--- src/sv/kmd_pkg.sv ---
`timescale 1ns / 1ps
package kmd_pkg;

  localparam int ROW_BITS = 7;
  localparam int COL_BITS = 4;
  localparam int TIME_BITS = 32;
  localparam int DEB_BITS = 16;

  // Debounce machine codes
  localparam logic [1:0] ST_IDLE           = 2'd0;
  localparam logic [1:0] ST_PRESS_BOUNCE   = 2'd1;
  localparam logic [1:0] ST_PRESSED        = 2'd2;
  localparam logic [1:0] ST_RELEASE_BOUNCE = 2'd3;

  typedef struct packed {
    logic [COL_BITS-1:0]  column;
    logic [ROW_BITS-1:0]  row_levels;
    logic [TIME_BITS-1:0] now_ms;
  } kmd_in_t;

  typedef struct packed {
    logic [ROW_BITS-1:0] changed_rows;
    logic [ROW_BITS-1:0] held_rows;
    logic                any_change;
  } kmd_out_t;

  // What one row lane reports for the sampled column
  typedef struct packed {
    logic changed;
    logic held;
  } kmd_lane_res_t;

endpackage

--- src/sv/kmd_lane.sv ---
`timescale 1ns / 1ps
module kmd_lane #(
  parameter int COLS = 15,
  parameter int CW   = 4
) (
  input  logic                           clk,
  input  logic                           rst,
  input  logic                           update,
  input  logic                           sel,
  input  logic [CW-1:0]                  col_idx,
  input  logic                           down,
  input  logic [kmd_pkg::TIME_BITS-1:0]  now_ms,
  input  logic [kmd_pkg::DEB_BITS-1:0]   debounce_ms,
  output kmd_pkg::kmd_lane_res_t         res
);
  import kmd_pkg::*;

  logic [1:0]           status [COLS];
  logic [TIME_BITS-1:0] edge_time [COLS];

  logic [1:0]           st_cur;
  logic [1:0]           st_next;
  logic [TIME_BITS-1:0] elapsed;
  logic                 bouncing;
  logic                 stamp;

  assign st_cur   = status[col_idx];
  assign elapsed  = now_ms - edge_time[col_idx];
  assign bouncing = elapsed < {{(TIME_BITS-DEB_BITS){1'b0}}, debounce_ms};

  always_comb begin
    st_next = st_cur;
    stamp   = 1'b0;
    case (st_cur)
      ST_IDLE: begin
        if (down) begin
          st_next = ST_PRESS_BOUNCE;
          stamp   = 1'b1;
        end
      end
      ST_PRESS_BOUNCE: begin
        if (!bouncing) st_next = ST_PRESSED;
      end
      ST_PRESSED: begin
        if (!down) begin
          st_next = ST_RELEASE_BOUNCE;
          stamp   = 1'b1;
        end
      end
      default: begin
        if (!bouncing) st_next = ST_IDLE;
      end
    endcase
  end

  always_comb begin
    res.changed = sel & stamp;
    res.held    = sel & ((st_next == ST_PRESSED) || (st_next == ST_PRESS_BOUNCE));
  end

  always_ff @(posedge clk) begin
    if (rst) begin
      for (int c = 0; c < COLS; c++) status[c] <= ST_IDLE;
    end else if (update && sel) begin
      status[col_idx] <= st_next;
    end
  end

  // time stamp only matters once a bouncing state was entered
  always_ff @(posedge clk) begin
    if (update && sel && stamp) edge_time[col_idx] <= now_ms;
  end

endmodule

--- src/sv/kmd_merge.sv ---
`timescale 1ns / 1ps
module kmd_merge #(
  parameter int ROWS = 7
) (
  input  logic                   clk,
  input  logic                   rst,
  input  logic                   in_valid,
  output logic                   in_ready,
  input  kmd_pkg::kmd_lane_res_t lane_res [ROWS],
  output logic                   out_valid,
  input  logic                   out_ready,
  output kmd_pkg::kmd_out_t      out_data
);
  import kmd_pkg::*;

  logic [ROW_BITS-1:0] changed_v;
  logic [ROW_BITS-1:0] held_v;
  kmd_out_t            merged;

  // rows beyond the field width are dropped, missing rows read zero
  always_comb begin
    changed_v = '0;
    held_v    = '0;
    for (int r = 0; r < ROWS; r++) begin
      if (r < ROW_BITS) begin
        changed_v[r] = lane_res[r].changed;
        held_v[r]    = lane_res[r].held;
      end
    end
    merged.changed_rows = changed_v;
    merged.held_rows    = held_v;
    merged.any_change   = |changed_v;
  end

  assign in_ready = !out_valid || out_ready;

  always_ff @(posedge clk) begin
    if (rst) begin
      out_valid <= 1'b0;
    end else if (in_valid && in_ready) begin
      out_valid <= 1'b1;
    end else if (out_ready) begin
      out_valid <= 1'b0;
    end
  end

  always_ff @(posedge clk) begin
    if (in_valid && in_ready) out_data <= merged;
  end

endmodule

--- src/sv/key_matrix_debounce_scanner.sv ---
`timescale 1ns / 1ps
// channel | signals                        | transfer when
// --------+--------------------------------+-------------------------
// input   | in_valid, in_ready, in_data    | in_valid & in_ready
// output  | out_valid, out_ready, out_data | out_valid & out_ready
// config  | cfg_we, cfg_data               | cfg_we (no wait)
//
// One column sample per cycle unless output stalls; result in the next cycle.
// Rate is set by the per-lane read-modify-write of the key state registers,
// which finishes in the accepting cycle, so samples may follow back to back.
// Reset (sync, active high) puts every key idle, debounce_ms to 5, output empty.
// A stalled output holds its result; input is still taken in the cycle the
// held result leaves.
module key_matrix_debounce_scanner #(
  parameter int ROWS = 7,
  parameter int COLS = 15
) (
  input  logic                         clk,
  input  logic                         rst,
  input  logic                         in_valid,
  output logic                         in_ready,
  input  kmd_pkg::kmd_in_t             in_data,
  output logic                         out_valid,
  input  logic                         out_ready,
  output kmd_pkg::kmd_out_t            out_data,
  input  logic                         cfg_we,
  input  logic [kmd_pkg::DEB_BITS-1:0] cfg_data
);
  import kmd_pkg::*;

  // column index width into each lane's key storage
  localparam int CW = (COLS > 1) ? $clog2(COLS) : 1;

  logic [DEB_BITS-1:0] debounce_ms;
  logic                fire;
  logic                col_ok;
  logic [COL_BITS:0]   col_ext;
  logic [CW-1:0]       col_idx;
  kmd_lane_res_t       lane_res [ROWS];

  // debounce interval register
  always_ff @(posedge clk) begin
    if (rst) begin
      debounce_ms <= DEB_BITS'(5);
    end else if (cfg_we) begin
      debounce_ms <= cfg_data;
    end
  end

  assign fire    = in_valid && in_ready;
  // out-of-range columns touch no state and report all zeros
  assign col_ok  = 32'(in_data.column) < COLS;
  assign col_ext = {1'b0, in_data.column};
  assign col_idx = col_ext[CW-1:0];

  // one lane per matrix row, each owns that row's keys across all columns
  for (genvar r = 0; r < ROWS; r++) begin : g_lane
    logic down;
    if (r < ROW_BITS) begin : g_pin
      assign down = in_data.row_levels[r];
    end else begin : g_nopin
      assign down = 1'b0;
    end

    kmd_lane #(
      .COLS(COLS),
      .CW  (CW)
    ) u_lane (
      .clk        (clk),
      .rst        (rst),
      .update     (fire),
      .sel        (col_ok),
      .col_idx    (col_idx),
      .down       (down),
      .now_ms     (in_data.now_ms),
      .debounce_ms(debounce_ms),
      .res        (lane_res[r])
    );
  end

  // pack lane flags and hold the result for the consumer
  kmd_merge #(
    .ROWS(ROWS)
  ) u_merge (
    .clk      (clk),
    .rst      (rst),
    .in_valid (in_valid),
    .in_ready (in_ready),
    .lane_res (lane_res),
    .out_valid(out_valid),
    .out_ready(out_ready),
    .out_data (out_data)
  );

endmodule

--- config.mk ---
export PLATFORM = sky130hd
export DESIGN_NAME = key_matrix_debounce_scanner
export DESIGN_NICKNAME = d
export VERILOG_FILES = /design/src/sv/kmd_pkg.sv /design/src/sv/kmd_lane.sv /design/src/sv/kmd_merge.sv /design/src/sv/key_matrix_debounce_scanner.sv
export SDC_FILE = /design/constraint.sdc
export NUM_CORES = 2
export LEC_CHECK = 0
export ABC_AREA = 1
export BUFFER_PORTS_ARGS = -buffer_cell sky130_fd_sc_hd__buf_2
export CORE_MARGIN = 4
export CORE_UTILIZATION = 40
export DETAILED_ROUTE_END_ITERATION = 6
export PLACE_DENSITY_LB_ADDON = 0.3
export SLEW_MARGIN = 20
export SYNTH_ARGS = -nofsm -noshare
export SYNTH_HDL_FRONTEND = slang
export SYNTH_HIERARCHICAL = 1
export SYNTH_SLANG_ARGS = --single-unit
--- constraint.sdc ---
create_clock -name clk -period 6.2 [get_ports clk]
set_clock_uncertainty 0.1 [all_clocks]
set_input_delay 0.62 -clock clk [delete_from_list [all_inputs] [get_ports clk]]
set_output_delay 0.62 -clock clk [all_outputs]
set_load 0.01 [all_outputs]
# ---- Yosys cells after proc, flatten, opt, wreduce, memory -nomap -nowiden
# Memory sizes are Yosys's and may differ from the RTL's.
# Index checks and enable logic that the tools add are counted.
dict set report totals {
  register_bits 32
  mem_bits_rw 3570
  output_inout_bits 17
  memories 14
}
# name words width read_ports rd_clocked_by_memory_dff wr line
set memory_table {}
lappend memory_table {{g_lane[0].u_lane.edge_time} 15 32 1 0 1 kmd_lane.sv:19} ;# logic [TIME_BITS-1:0] edge_time [COLS];
lappend memory_table {{g_lane[1].u_lane.edge_time} 15 32 1 0 1 kmd_lane.sv:19}
lappend memory_table {{g_lane[2].u_lane.edge_time} 15 32 1 0 1 kmd_lane.sv:19}
lappend memory_table {{g_lane[3].u_lane.edge_time} 15 32 1 0 1 kmd_lane.sv:19}
lappend memory_table {{g_lane[4].u_lane.edge_time} 15 32 1 0 1 kmd_lane.sv:19}
lappend memory_table {{g_lane[5].u_lane.edge_time} 15 32 1 0 1 kmd_lane.sv:19}
lappend memory_table {{8 more memories} - - - - - -}
dict set report classes {
  add_sub_neg 7
  order_cmp 8
  n_eq_ne 28
  mux 98
  bitwise 14
  n_reduce_logical 34
}
# op n
set op_table {}
lappend op_table {{$lt A32 B16 Y1} 7}
lappend op_table {{$sub A32 B32 Y32} 7}
lappend op_table {{$mux W2} 35}
lappend op_table {{$mux W1} 42}
lappend op_table {{$pmux W2 S3} 7}
lappend op_table {{$eq A2 B1 Y1 const B} 14}
lappend op_table {{$eq A2 B2 Y1 const B} 14}
lappend op_table {{$mux W4} 7}
lappend op_table {{$and A1 B1 Y1} 14}
lappend op_table {{$logic_not A2 Y1} 7}
lappend op_table {{$pmux W1 S2} 7}
lappend op_table {{$reduce_or A2 Y1} 7}
lappend op_table {{$logic_and A1 B1 Y1} 9}
lappend op_table {{$logic_or A1 B1 Y1} 8}
lappend op_table {{$reduce_or A7 Y1} 1}
lappend op_table {{$lt A4 B4 Y1 const B} 1}
lappend op_table {{$reduce_bool A2 Y1} 1}
lappend op_table {{$logic_not A1 Y1} 1}

# ---- Depth between registers and ports, before layout
dict set report depth {
  ltp_word 9
  mapped_depth 35
  ltp_nobuf 32
}

# ---- Modules after synthesis
# Netlist, hierarchy kept.
# module n_inst cells_per_inst area_per_inst_um2
set by_module_without_submodules {}
lappend by_module_without_submodules {{kmd_lane at g_lane[5].u_lane ...} 2 1809 22449.0}
lappend by_module_without_submodules {{kmd_lane at g_lane[2].u_lane} 1 1816 22479.1}
lappend by_module_without_submodules {{kmd_lane at g_lane[0].u_lane} 1 1817 22326.4}
lappend by_module_without_submodules {{kmd_lane at g_lane[1].u_lane} 1 1826 22320.2}
lappend by_module_without_submodules {{kmd_lane at g_lane[4].u_lane} 1 1819 22308.9}
lappend by_module_without_submodules {{kmd_lane at g_lane[3].u_lane} 1 1790 22156.2}
lappend by_module_without_submodules {key_matrix_debounce_scanner 1 101 670.6}
lappend by_module_without_submodules {kmd_merge 1 33 543.0}

# ---- Least setup slack after synthesis
# OpenSTA, ideal clock, no wires.
dict set report synth_path {
  path_type {input -> register}
  startpoint {input in_data[39] in the netlist's numbering}
  endpoint {memory g_lane[1].u_lane.status[8][1], data pin}
  setup_ns 0.257
  arrival_time_ns 4.787
  required_time_ns 5.843
  path_slack_ns 1.056
  cell_stages 34
  path_buffers 4
  cell_sequence {buf_6 > inv_2 > nor2_1 > buf_2 > buf_2 > inv_2 > nor2_1 > a221oi_1 > o21ai_0 > or3_1 > ha_1 > fa_1 > inv_1 > nand2_1 > a21oi_2 > nand2_1 > nand2_1 > nand2_1 > nand2_1 > xor2_1 > ha_1 > nand2_1 > nor2_1 > a211oi_1 > nand3_1 > nor2_1 > nand3_1 > nor3_1 > nand2_1 > nand2_1 > nand2_1 > nand2_2 > buf_4 > nor2_1}
}
# element line
set synth_lines {}
lappend synth_lines {{start: declaration} key_matrix_debounce_scanner.sv:22} ;# input kmd_pkg::kmd_in_t in_data,
lappend synth_lines {{end: declaration} kmd_lane.sv:18} ;# logic [1:0] status [COLS];

==> results.md <==
- Max-cap violation count: 0
- I/O Pins: 81
- Ys Warns: 6
- Area delta synth->final: 17.2%
- H-Tree Level Count: 5
- Final Util: 0.471
- Most common cell after layout, fill and taps aside: edfxtp_1
- Total CTS buffers: 375
- Leakage: 68.4 nW
- CP Capture Type: flop
- Final min period: 5.31 ns
- Worst path arrival time: 5.90 ns
- Vias: 108000
- Post-synth top area share: 0.685
- Max Freq: 188 MHz
- Vias/cell: 5.57
- Cell variety after synth: 61
- Worst Tran Pin Value: 1.25 ns
- Skew-Pair Late Insertion Delay: 0.95 ns
- Hold Crit Class: input pin to flop
- Crit path top cell by count: nand2_1
- Num rows: 230
- Post-synthesis sequential area ratio: 0.687
- Die H: 636 um
- WL final: 494 mm
- Yosys top cell by area: edfxtp_1
- Clock Sinks: 3616
- Unrepaired setup endpoints after global routing: no
- Total global routing overflow: 0
- # setup viols final: 0
- CTS tree: done
- WP data required: 6.79 ns
- Drt first-iter violations: 13000
- Layout cells sized above 1: 0.158
- Synth Instances: 12800
- CP Launch Type: input pin
- Starting Density: 0.402
- Die ar.: 404000 um^2
- Most common flop cell mapped by yosys: edfxtp_1
- Period utilization: 0.856
- Final Hold Fails: 0
- Synth area leaders: edfxtp_1, a22oi_1, nand2_1, inv_1, a21oi_1
- Max stage delay on crit path: 0.55 ns
- P per Cell Area: 306 nW/um^2
- Nets: 14300
- Max-slew violations: 0
- Placeable Area: 393000 um^2
- Synth Register Bits: 3616
- Die W: 636 um
- Hold_ws: 0.0965 ns
- Slew margin rel.: 0.167
- Status: completed
- Clk buf depth: 4
- GRT Total Usage: 0.237
- Syn nets: 13200
- Mean post-synth cell area: 12.3 um^2
- Worst VDD drop: 0.229 mV
- Clock Pin Slew Worst Setup and Hold Paths: 0.06 ns
- DRT Pass-1 Iters: 6
- First-pass GRT wire length: 714 mm
- Post_cts resized: 0
- Most frequent cells in the layout: edfxtp_1, nand2_1, a22oi_1
- Vias in the first global route: 104000
- Mean routed wirelength per cell: 25.4 um
- Synth async-reset ratio: 0
- Post-DRT Antenna Nets: 0
- Power, Total: 56.5 mW
- Pin count of the biggest net entering global routing: 68
- IO buf count: 80
- Routability Congestion: 0.921
- EDFF count, synth: 3599
- DP Wirelength: 314 mm
- Synth Cell Area: 158000 um^2
- Initial antenna violation count: 35
- Critical path class: input pin to flop
- CP Max Fanout: 16
- Root Buffer: clkbuf_16
- Fill cells: 35000
- Remaining DRCs: 0
- CP max-delay cell: a2111oi_0
[stage by stage]
step           worst slack (ns)  std cells  instance area [um^2]  setup TNS (ns)
2_1_floorplan              1.06      12800                158000               0
3_3_place_gp             -0.369      18700                173000           -9.11
3_5_place_dp             0.0347      18700                173000               0
4_1_cts                    1.02      19400                185000               0
5_1_grt                   0.479      19400                185000               0
6_report                  0.892      19400                185000               0
[report_power, final]
group	total (mW)	switching (mW)	internal, mW
combinational	7.55	4.98	2.58
clock	21.7	9.45	12.3
sequential	27.2	0.0783	27.1
[sequential cells by signal (all words and copies together), names as in the netlist]
name / count
u_merge/out_data: 15
u_merge/out_valid: 1
g_lane.u_lane/status: 224
g_lane.u_lane/edge_time: 3360
debounce_ms: 16
[Yosys cell counts (39+ instances only)]
library cell,n
nand2_1,2800
nor2_1,553
ha_1,336
a32o_1,41
a21oi_1,867
inv_1,1170
nor2_4,39
a2111oi_0,152
nor2_2,98
inv_2,44
a22oi_1,1400
buf_1,114
clkbuf_1,292
or2_2,48
buf_6,39
edfxtp_1,3599
xor2_1,93
nand3_1,423
nor3_2,58
nand2_2,72
nand4_1,61
buf_2,42
nor4_1,51
nor3_1,73
[layer usage]
metal	part of all wire	vias up	global-route usage
met3	0.088	671	0.0375
met1	0.42	53800	0.334
met2	0.46	4819	0.381
li1	-	49000	-
met4	0.028	14	0.0633
met5	0.00017	-	0
[kinds of logic after synthesis]
logic type                 count (synthesis)  synth area share
and+or+nand+nor                         4361             0.120
AOI/OAI and AO/OA                       2653             0.114
buffers and inverters                   1744            0.0449
muxes                                      3          0.000190
adders and majority gates                343            0.0275
xor gates and xnor gates                 100           0.00555
DFF                                     3616             0.687
[cell type report]
cell class	instances	area (um^2)	share of cell area
antenna	13	32.5	0.000176
sequential	3616	108000	0.587
clock inverter	212	1960	0.0106
timing repair buffer	1225	10400	0.0561
clock buffer	461	9780	0.0529
multi-input combinational	7460	43100	0.233
inverter	1231	4630	0.0251
tap	5220	6530	0.0353
[repair_timing]
action	CTS	global route
hold buffers	18	0
buffers inserted	0	0
hold endpoints to repair	20	0
[worst paths after layout]
kind,startpoint,end,slack (ns),cells past startpoint
worst max-delay path,in_data[41],g_lane[6].u_lane/status[5][1],0.89,29
worst min-delay path,cfg_data[2],debounce_ms[2],0.1,3
worst max register to register,g_lane[2].u_lane/edge_time[8][8],g_lane[2].u_lane/status[2][1],1.18,27
worst min register to register,debounce_ms[4],debounce_ms[4],0.66,3
[critical path, delay by kind of cell]
| kind | cells | cell delay [ns] |
|---|---|---|
| buf+inv | 6 | 1.44 |
| xor+xnor | 1 | 0.24 |
| fa+ha+maj | 2 | 0.56 |
| simple gates | 16 | 1.97 |
| compound gates | 4 | 1.01 |
No activity file was read; power rests on OpenSTA's default activity.
